==> src/design/itrt_pkg.sv <==
// shared constants, types and helpers for the radix text unit
package itrt_pkg;

  localparam int unsigned RADIX_W = 6;
  localparam int unsigned DIGIT_W = 6;
  localparam int unsigned CHAR_W  = 7;

  // quotient bits resolved per divider cycle
  localparam int unsigned DIV_STEPS = 8;

  localparam logic [RADIX_W-1:0] RADIX_MIN   = 6'd2;
  localparam logic [RADIX_W-1:0] RADIX_MAX   = 6'd36;
  localparam logic [RADIX_W-1:0] RADIX_RESET = 6'd10;
  localparam logic [RADIX_W-1:0] RADIX_DEC   = 6'd10;

  localparam logic [DIGIT_W-1:0] DIGIT_NINE = 6'd9;
  localparam logic [CHAR_W-1:0]  DIGIT_TEN  = 7'd10;

  localparam logic [CHAR_W-1:0] ASCII_ZERO  = 7'h30;
  localparam logic [CHAR_W-1:0] ASCII_NINE  = 7'h39;
  localparam logic [CHAR_W-1:0] ASCII_A     = 7'h41;
  localparam logic [CHAR_W-1:0] ASCII_Z     = 7'h5A;
  localparam logic [CHAR_W-1:0] ASCII_MINUS = 7'h2D;

  // per-job control travelling with the magnitude
  typedef struct packed {
    logic [RADIX_W-1:0] radix;
    logic               minus;
  } job_ctl_t;

  // digit value to its ascii code, capitals above nine
  function automatic logic [CHAR_W-1:0] digit_to_ascii(input logic [DIGIT_W-1:0] d);
    logic [CHAR_W-1:0] c;
    if (d > DIGIT_NINE) begin
      c = ASCII_A + CHAR_W'(d) - DIGIT_TEN;
    end else begin
      c = ASCII_ZERO + CHAR_W'(d);
    end
    return c;
  endfunction

endpackage

==> src/design/integer_to_radix_text_unit.sv <==
// Integer to radix text converter. Each accepted request is a signed
// VALUE_BITS-bit number; it comes out as ASCII characters, most significant
// digit first, with out_last_char on the final one. The radix register
// (cfg_data, 2..36, reset 10, values outside are clamped) selects the base;
// a minus sign leads only in radix ten, other bases give the bare magnitude,
// and zero gives a single '0'. Every digit comes from the shared remainder
// divider, which resolves eight quotient bits per cycle, and every
// character passes through the registered read port of the digit stack.
// A two-entry queue lets the input side take further requests while a
// conversion runs or a character waits.
module integer_to_radix_text_unit #(
  parameter int VALUE_BITS = 32
) (
  input  logic                          clk,
  input  logic                          rst_n,
  input  logic                          cfg_valid,
  output logic                          cfg_ready,
  input  logic [itrt_pkg::RADIX_W-1:0]  cfg_data,
  input  logic                          in_valid,
  output logic                          in_stall,
  input  logic signed [VALUE_BITS-1:0]  in_number,
  output logic                          out_valid,
  input  logic                          out_stall,
  output logic [itrt_pkg::CHAR_W-1:0]   out_character,
  output logic                          out_last_char
);
  import itrt_pkg::*;

  logic                  push_valid;
  logic                  push_ready;
  logic [VALUE_BITS-1:0] push_mag;
  job_ctl_t              push_ctl;
  logic                  pop_valid;
  logic                  pop_ready;
  logic [VALUE_BITS-1:0] pop_mag;
  job_ctl_t              pop_ctl;

  // intake and classification
  itrt_front #(.VALUE_BITS(VALUE_BITS)) u_front (
    .clk        (clk),
    .rst_n      (rst_n),
    .cfg_valid  (cfg_valid),
    .cfg_ready  (cfg_ready),
    .cfg_data   (cfg_data),
    .in_valid   (in_valid),
    .in_stall   (in_stall),
    .in_number  (in_number),
    .push_valid (push_valid),
    .push_ready (push_ready),
    .push_mag   (push_mag),
    .push_ctl   (push_ctl)
  );

  // decoupling queue
  itrt_queue #(.VALUE_BITS(VALUE_BITS)) u_queue (
    .clk        (clk),
    .rst_n      (rst_n),
    .push_valid (push_valid),
    .push_ready (push_ready),
    .push_mag   (push_mag),
    .push_ctl   (push_ctl),
    .pop_valid  (pop_valid),
    .pop_ready  (pop_ready),
    .pop_mag    (pop_mag),
    .pop_ctl    (pop_ctl)
  );

  // conversion and emission
  itrt_back #(.VALUE_BITS(VALUE_BITS)) u_back (
    .clk           (clk),
    .rst_n         (rst_n),
    .pop_valid     (pop_valid),
    .pop_ready     (pop_ready),
    .pop_mag       (pop_mag),
    .pop_ctl       (pop_ctl),
    .out_valid     (out_valid),
    .out_stall     (out_stall),
    .out_character (out_character),
    .out_last_char (out_last_char)
  );

endmodule

==> src/design/itrt_front.sv <==
// front end: radix register, request intake and sign/magnitude split
module itrt_front #(
  parameter int VALUE_BITS = 32
) (
  input  logic                       clk,
  input  logic                       rst_n,
  input  logic                       cfg_valid,
  output logic                       cfg_ready,
  input  logic [itrt_pkg::RADIX_W-1:0] cfg_data,
  input  logic                       in_valid,
  output logic                       in_stall,
  input  logic signed [VALUE_BITS-1:0] in_number,
  output logic                       push_valid,
  input  logic                       push_ready,
  output logic [VALUE_BITS-1:0]      push_mag,
  output itrt_pkg::job_ctl_t         push_ctl
);
  import itrt_pkg::*;

  logic [RADIX_W-1:0]    radix_r;
  logic [RADIX_W-1:0]    radix_nxt;
  logic [RADIX_W-1:0]    radix_eff;
  logic [VALUE_BITS-1:0] raw;
  logic                  negative;

  // radix register, always writable
  assign cfg_ready = 1'b1;
  assign radix_nxt = (cfg_valid && cfg_ready) ? cfg_data : radix_r;

  always_ff @(posedge clk) begin
    if (!rst_n) begin
      radix_r <= RADIX_RESET;
    end else begin
      radix_r <= radix_nxt;
    end
  end

  // clamp radix into the supported range
  always_comb begin
    if (radix_r < RADIX_MIN) begin
      radix_eff = RADIX_MIN;
    end else if (radix_r > RADIX_MAX) begin
      radix_eff = RADIX_MAX;
    end else begin
      radix_eff = radix_r;
    end
  end

  // magnitude; the most negative value maps onto 2^(VALUE_BITS-1) unchanged
  assign raw      = VALUE_BITS'(unsigned'(in_number));
  assign negative = raw[VALUE_BITS-1];
  assign push_mag = negative ? (~raw + VALUE_BITS'(1)) : raw;

  // minus sign only in decimal
  assign push_ctl.radix = radix_eff;
  assign push_ctl.minus = negative && (radix_eff == RADIX_DEC);

  assign push_valid = in_valid;
  assign in_stall   = !push_ready;

endmodule

==> src/design/itrt_queue.sv <==
// two-entry job queue between front and back
module itrt_queue #(
  parameter int VALUE_BITS = 32
) (
  input  logic                  clk,
  input  logic                  rst_n,
  input  logic                  push_valid,
  output logic                  push_ready,
  input  logic [VALUE_BITS-1:0] push_mag,
  input  itrt_pkg::job_ctl_t    push_ctl,
  output logic                  pop_valid,
  input  logic                  pop_ready,
  output logic [VALUE_BITS-1:0] pop_mag,
  output itrt_pkg::job_ctl_t    pop_ctl
);
  import itrt_pkg::*;

  logic [VALUE_BITS-1:0] mag_q_r [2];
  job_ctl_t              ctl_q_r [2];
  logic                  wr_ptr_r, wr_ptr_nxt;
  logic                  rd_ptr_r, rd_ptr_nxt;
  logic [1:0]            count_r, count_nxt;
  logic                  push_fire;
  logic                  pop_fire;

  assign push_ready = (count_r != 2'd2);
  assign pop_valid  = (count_r != 2'd0);
  assign push_fire  = push_valid && push_ready;
  assign pop_fire   = pop_valid && pop_ready;

  assign pop_mag = mag_q_r[rd_ptr_r];
  assign pop_ctl = ctl_q_r[rd_ptr_r];

  // pointer and fill bookkeeping
  always_comb begin
    wr_ptr_nxt = push_fire ? !wr_ptr_r : wr_ptr_r;
    rd_ptr_nxt = pop_fire ? !rd_ptr_r : rd_ptr_r;
    count_nxt  = count_r;
    if (push_fire && !pop_fire) begin
      count_nxt = count_r + 2'd1;
    end else if (pop_fire && !push_fire) begin
      count_nxt = count_r - 2'd1;
    end
  end

  always_ff @(posedge clk) begin
    if (!rst_n) begin
      wr_ptr_r <= 1'b0;
      rd_ptr_r <= 1'b0;
      count_r  <= 2'd0;
    end else begin
      wr_ptr_r <= wr_ptr_nxt;
      rd_ptr_r <= rd_ptr_nxt;
      count_r  <= count_nxt;
    end
  end

  // entry storage
  always_ff @(posedge clk) begin
    if (push_fire) begin
      mag_q_r[wr_ptr_r] <= push_mag;
      ctl_q_r[wr_ptr_r] <= push_ctl;
    end
  end

endmodule

==> src/design/itrt_back.sv <==
// back end: radix divider, digit stack and character output register
module itrt_back #(
  parameter int VALUE_BITS = 32
) (
  input  logic                        clk,
  input  logic                        rst_n,
  input  logic                        pop_valid,
  output logic                        pop_ready,
  input  logic [VALUE_BITS-1:0]       pop_mag,
  input  itrt_pkg::job_ctl_t          pop_ctl,
  output logic                        out_valid,
  input  logic                        out_stall,
  output logic [itrt_pkg::CHAR_W-1:0] out_character,
  output logic                        out_last_char
);
  import itrt_pkg::*;

  localparam int CHUNKS  = (VALUE_BITS + DIV_STEPS - 1) / DIV_STEPS;
  localparam int PAD_W   = CHUNKS * DIV_STEPS;
  localparam int CHUNK_W = (CHUNKS > 1) ? $clog2(CHUNKS) : 1;
  localparam int PTR_W   = $clog2(VALUE_BITS);
  localparam logic [CHUNK_W-1:0] CHUNK_LAST = CHUNK_W'(CHUNKS - 1);

  typedef enum logic [4:0] {
    ST_IDLE  = 5'b00001,
    ST_DIV   = 5'b00010,
    ST_SIGN  = 5'b00100,
    ST_FETCH = 5'b01000,
    ST_SHOW  = 5'b10000
  } state_t;

  state_t               state_r, state_nxt;
  logic [PAD_W-1:0]     div_r, div_nxt;
  logic [DIGIT_W-1:0]   rem_r, rem_nxt;
  logic [RADIX_W-1:0]   radix_r, radix_nxt;
  logic                 minus_r, minus_nxt;
  logic [CHUNK_W-1:0]   chunk_r, chunk_nxt;
  logic [PTR_W-1:0]     ptr_r, ptr_nxt;
  logic                 out_valid_r, out_valid_nxt;
  logic [CHAR_W-1:0]    out_char_r, out_char_nxt;
  logic                 out_last_r, out_last_nxt;
  logic [DIGIT_W-1:0]   digit_mem [VALUE_BITS];
  logic [DIGIT_W-1:0]   rd_data_r;
  logic                 mem_we;
  logic [PAD_W-1:0]     step_div;
  logic [DIGIT_W-1:0]   step_rem;
  logic                 out_free;

  assign out_free  = !out_valid_r || !out_stall;
  assign pop_ready = (state_r == ST_IDLE);

  // eight restoring division steps per cycle
  always_comb begin
    logic [DIGIT_W:0]   t;
    logic [DIGIT_W-1:0] r;
    logic [PAD_W-1:0]   d;
    r = rem_r;
    d = div_r;
    for (int i = 0; i < DIV_STEPS; i++) begin
      t = {r, d[PAD_W-1]};
      d = {d[PAD_W-2:0], 1'b0};
      if (t >= {1'b0, radix_r}) begin
        t    = t - {1'b0, radix_r};
        d[0] = 1'b1;
      end
      r = t[DIGIT_W-1:0];
    end
    step_div = d;
    step_rem = r;
  end

  // sequencer
  always_comb begin
    state_nxt     = state_r;
    div_nxt       = div_r;
    rem_nxt       = rem_r;
    radix_nxt     = radix_r;
    minus_nxt     = minus_r;
    chunk_nxt     = chunk_r;
    ptr_nxt       = ptr_r;
    out_valid_nxt = out_valid_r && out_stall;
    out_char_nxt  = out_char_r;
    out_last_nxt  = out_last_r;
    mem_we        = 1'b0;
    unique case (state_r)
      ST_IDLE: begin
        if (pop_valid) begin
          div_nxt   = PAD_W'(pop_mag);
          rem_nxt   = '0;
          radix_nxt = pop_ctl.radix;
          minus_nxt = pop_ctl.minus;
          chunk_nxt = '0;
          ptr_nxt   = '0;
          state_nxt = ST_DIV;
        end
      end
      ST_DIV: begin
        div_nxt = step_div;
        rem_nxt = step_rem;
        if (chunk_r == CHUNK_LAST) begin
          // one digit done: push it, restart on the quotient
          mem_we    = 1'b1;
          rem_nxt   = '0;
          chunk_nxt = '0;
          if (step_div == '0) begin
            state_nxt = minus_r ? ST_SIGN : ST_FETCH;
          end else begin
            ptr_nxt = ptr_r + PTR_W'(1);
          end
        end else begin
          chunk_nxt = chunk_r + CHUNK_W'(1);
        end
      end
      ST_SIGN: begin
        if (out_free) begin
          out_valid_nxt = 1'b1;
          out_char_nxt  = ASCII_MINUS;
          out_last_nxt  = 1'b0;
          state_nxt     = ST_FETCH;
        end
      end
      ST_FETCH: begin
        state_nxt = ST_SHOW;
      end
      ST_SHOW: begin
        // digits leave the stack most significant first
        if (out_free) begin
          out_valid_nxt = 1'b1;
          out_char_nxt  = digit_to_ascii(rd_data_r);
          out_last_nxt  = (ptr_r == '0);
          if (ptr_r == '0) begin
            state_nxt = ST_IDLE;
          end else begin
            ptr_nxt   = ptr_r - PTR_W'(1);
            state_nxt = ST_FETCH;
          end
        end
      end
      default: begin
        state_nxt = ST_IDLE;
      end
    endcase
  end

  always_ff @(posedge clk) begin
    if (!rst_n) begin
      state_r     <= ST_IDLE;
      out_valid_r <= 1'b0;
    end else begin
      state_r     <= state_nxt;
      out_valid_r <= out_valid_nxt;
    end
  end

  // datapath registers
  always_ff @(posedge clk) begin
    div_r      <= div_nxt;
    rem_r      <= rem_nxt;
    radix_r    <= radix_nxt;
    minus_r    <= minus_nxt;
    chunk_r    <= chunk_nxt;
    ptr_r      <= ptr_nxt;
    out_char_r <= out_char_nxt;
    out_last_r <= out_last_nxt;
  end

  // digit stack, registered read
  always_ff @(posedge clk) begin
    if (mem_we) begin
      digit_mem[ptr_r] <= step_rem;
    end
    rd_data_r <= digit_mem[ptr_r];
  end

  assign out_valid     = out_valid_r;
  assign out_character = out_char_r;
  assign out_last_char = out_last_r;

endmodule

==> config.mk <==
export PLATFORM = sky130hd
export DESIGN_NAME = integer_to_radix_text_unit
export DESIGN_NICKNAME = d
export VERILOG_FILES = /design/src/design/itrt_pkg.sv /design/src/design/integer_to_radix_text_unit.sv /design/src/design/itrt_front.sv /design/src/design/itrt_queue.sv /design/src/design/itrt_back.sv
export SDC_FILE = /design/constraint.sdc
export NUM_CORES = 1
export LEC_CHECK = 0
export ABC_CLOCK_PERIOD_IN_PS = 29800
export BUFFER_PORTS_ARGS = -buffer_cell sky130_fd_sc_hd__buf_2
export CAP_MARGIN = 40
export CORE_MARGIN = 3
export CORE_UTILIZATION = 44
export DETAILED_ROUTE_END_ITERATION = 8
export SLEW_MARGIN = 20
export SYNTH_ARGS = -nofsm -noshare
export SYNTH_HDL_FRONTEND = slang
export SYNTH_SLANG_ARGS = --single-unit
export TNS_END_PERCENT = 30
==> constraint.sdc <==
create_clock -name clk -period 29.8 [get_ports clk]
set_input_delay 4.47 -clock clk [delete_from_list [all_inputs] [get_ports clk]]
set_output_delay 4.47 -clock clk [all_outputs]
set_load 0.1 [all_outputs]
==> out/metrics.csv <==
stage;metric;value;unit
outcome;run status;finished clean;
drt;Pre-antenna DRT Iters;5;
hold_path;Worst Hold End;u_front.radix_r[0];
layout;P&R area growth vs syn;12.74;%
clock_network;CTS Hold Buffers Added;0;
drt;number of vias per cell;5.643;
critical_path;endpoint of the worst-slack reg-to-reg timing path;u_back.digit_mem[24][4];
critical_path;crit path buf inv count;8;
critical_path;required arrival time at the worst endpoint;30.08;ns
die;area of the placeable core;0.03874;sq mm
timing;Slew Limit Fails;0;
logic_synthesis;count of cell types in the netlist;96;
drt;total number of vias;10553;
drt;number of DRC markers after the initial detailed-route iteration;831;
critical_path;CP dominant cell by count;ha_1;
clock_network;number of buffers between clock root and the deepest sink;3;
timing;slew of the pin with the lowest slew margin;0.8751;ns
clock_network;post-cts repair resize count;0;
logic_synthesis;flops & latches, synth;353;
logic_synthesis;YS warnings;0;
die;die area;0.04178;sq mm
timing;Worst Skew;0.02832;ns
critical_path;delay of the slowest cell on the worst path;0.79;ns
critical_path;worst endpoint data arrival time;20.24;ns
die;standard-cell rows;72;
critical_path;category of the most critical setup path;reg2reg;
die;horizontal die dimension;204.4;um
critical_path;biggest fanout along the worst timing path;17;
timing;setup_tns;0;ns
clock_network;post-CTS setup repair buffer count;0;
grt;global-route wire length before repair;59.57;mm
drt;number of remaining DRC errors;0;
flow_run;max-capacitance violation count;0;
grt;largest net degree at the start of global routing;69;
hold_path;class of the worst hold path;reg2reg;
critical_path;Worst path slowest cell;nor4b_1;
place;count of input and output buffers;52;
critical_path;Worst R2R Setup Slack;9.85;ns
drt;Detailed Route WL;38.12;mm
timing;unrepaired setup endpoints after global routing;false;
clock_network;insertion delay to the later sink of the worst-skew pair;0.55;ns
grt;number of antenna violations at the first check in global routing;0;
drt;average routed wire per standard cell;20.38;um
critical_path;Critical R2R Launch;u_back.radix_r[1];
timing;Finish-stage setup viols;0;
die;number of top-level design ports;54;
layout;count of nets after finishing;1433;
timing;final period demand of the worst path;19.95;ns
clock_network;total CTS buffers;38;
critical_path;Worst Setup End Kind;flop;
logic_synthesis;nets in the synthesized netlist;1369;
hold_path;hold path startpoint;u_front.radix_r[0];
clock_network;CTS Root Buffer Type;clkbuf_16;
logic_synthesis;post-synthesis instance total;1259;
logic_synthesis;number of flops mapped to enable cells by yosys;330;
clock_network;CTS tree;done;
clock_network;H-tree depth reported by CTS;2;
logic_synthesis;portion of the post-synthesis area used by sequential elements;0.5987;
logic_synthesis;flip-flop cell with the highest count after synthesis;edfxtp_1;
timing;final critical-path share of the clock period;0.6695;
logic_synthesis;Cell Area, Synth;0.01732;sq mm
timing;worst slew margin relative to its limit;0.4084;
clock_network;Clock Pin Slew Worst Setup and Hold Paths;0.06;ns
die;Starting Density;0.4471;
die;height of the chip;204.4;um
layout;antenna cell count;0;
place;final HPWL from detailed placement;26.27;mm
critical_path;sort of element at the start of the critical path;flop;
critical_path;CP delay by family, top;compound AO/OA/AOI/OAI gates;
drt;antenna violation net count after detailed routing;0;
hold_path;number of cells on the worst hold path;2;
clock_network;number of clock sinks seen by CTS;353;
grt;GRT Resource Usage Total;0.1848;
layout;share of final-layout standard cells stronger than drive strength 1;0.1775;
critical_path;number of cells traversed by the worst register-to-register path;77;
grt;Overflow after GRT;0;
logic_synthesis;average cell area after synthesis;13.76;sq um
place;final RePlAce weighted congestion;0.8876;
grt;via count of the first global-routing pass;10393;
timing;Hold Fails Final Rpt;0;
logic_synthesis;Async S/R FF share, synth;0;
timing;maximum frequency from static timing analysis;0.05012;GHz
==> per-stage QoR <==
stage                     area [sq um]  setup WS, ns  hold slack [ns]  utilization  cells
after global routing             19530         8.219           0.5645       0.5041   1870
after detailed placement         18250         10.11           0.4894       0.4710   1801
after CTS                        19530         10.01           0.5126       0.5041   1870
final                            19530         9.848           0.5087       0.5041   1870
after floorplan                  17320         12.36           0.4605            -   1259
after global placement           18140         10.62           0.4852       0.4682   1795
==> synth_stat cells (15+ instances only) <==
library cell / n / area share
mux2i_1: 47 / 0.027
ha_1: 58 / 0.042
xnor2_1: 46 / 0.023
nand3_1: 15 / 0.0043
nor2_1: 90 / 0.020
mux4_2: 48 / 0.062
nand4_1: 16 / 0.0058
clkbuf_1: 28 / 0.0061
edfxtp_1: 330 / 0.57
a21o_1: 15 / 0.0065
o21ai_0: 70 / 0.020
a21oi_1: 46 / 0.013
nor3_1: 17 / 0.0049
dfxtp_1: 23 / 0.027
a22oi_1: 18 / 0.0078
xor2_1: 15 / 0.0076
nor2b_1: 19 / 0.0069
nand2_1: 81 / 0.018
mux2_2: 17 / 0.011
inv_1: 56 / 0.012
==> worst min-delay path, stage by stage, from the launching register on <==
cell and delay [ns]:
dfxtp_1 0.33, mux2i_1 0.07, nor2_1 0.08
==> cell usage in the layout, fill, tap and decap left out, types with 5 or more instances in the layout <==
cell	count
inv_1	56
clkinv_1	5
nand2_1	80
o21ai_1	9
xnor2_1	46
and3_1	5
or4_1	7
nor4_1	8
nor3_1	17
o21ai_0	70
nor2b_1	19
a211oi_1	6
a21o_1	15
buf_4	7
edfxtp_1	330
mux2i_1	46
xor2_1	15
nand3_1	15
nand4_1	16
mux4_2	48
a22oi_1	18
o211ai_1	5
or3_1	14
o31ai_1	11
mux2_2	17
clkbuf_1	8
clkbuf_16	38
or2_2	5
ha_1	58
buf_2	52
a21oi_1	46
o21a_1	6
and2_1	5
nand2b_1	11
bufinv_16	6
nor2_1	88
fa_1	9
dfxtp_1	22
==> layer usage <==
metal / GRT usage / share of wire
met1: 0.2790 / 0.48
met2: 0.2749 / 0.44
met3: 0.03679 / 0.061
met4: 0.04792 / 0.021
met5: 0 / 0
==> kinds of logic after synthesis <==
family / after synthesis / synth area share
DFF: 353 / 0.5987
and+or+nand+nor: 321 / 0.09398
AOI/OAI and AO/OA: 241 / 0.09651
muxes: 117 / 0.1047
buffers and inverters: 97 / 0.02211
adders and majority gates: 68 / 0.05288
xor gates and xnor gates: 61 / 0.03085
other: 1 / 0.0002165
==> registers in the layout, indices dropped and copies added (netlist names), 2 cells and up, named ones only <==
| register | count |
|---|---|
| u_queue.count_r | 2 |
| u_back.radix_r | 6 |
| u_back.rem_r | 6 |
| u_queue.mag_q_r | 64 |
| u_back.rd_data_r | 6 |
| u_back.ptr_r | 5 |
| u_front.radix_r | 6 |
| u_back.chunk_r | 2 |
| u_back.digit_mem | 192 |
| u_back.div_r | 32 |
| u_back.state_r | 5 |
| u_back.out_character | 7 |
| u_queue.ctl_q_r | 14 |
==> worst max path at each step <==
stage	from	slack, ns	depth (start not counted)	end
6_report	u_back.radix_r[1]	9.85	77	u_back.digit_mem[24][4]
5_1_grt	u_back.radix_r[1]	8.22	77	u_back.digit_mem[28][4]
4_1_cts	u_back.radix_r[1]	10.01	77	u_back.digit_mem[28][4]
3_5_place_dp	u_back.radix_r[1]	10.11	77	u_back.digit_mem[29][4]
3_3_place_gp	u_back.radix_r[1]	10.62	76	u_back.digit_mem[30][2]
2_1_floorplan	u_back.radix_r[1]	12.36	77	u_back.digit_mem[0][3]
==> layout make-up <==
type,count,area [sq um]
Clock buffer,47,994.7
Clock inverter,22,287.8
Fill cell,3351,19210
Inverter,56,210.2
Multi-Input combinational cell,809,6594
Sequential cell,353,10370
Tap cell,518,648.1
Timing Repair Buffer,65,421.7
Power is left out: the tool's default activity adds up to more than one toggle a clock period on the data nets, which glitch-free logic cannot reach.
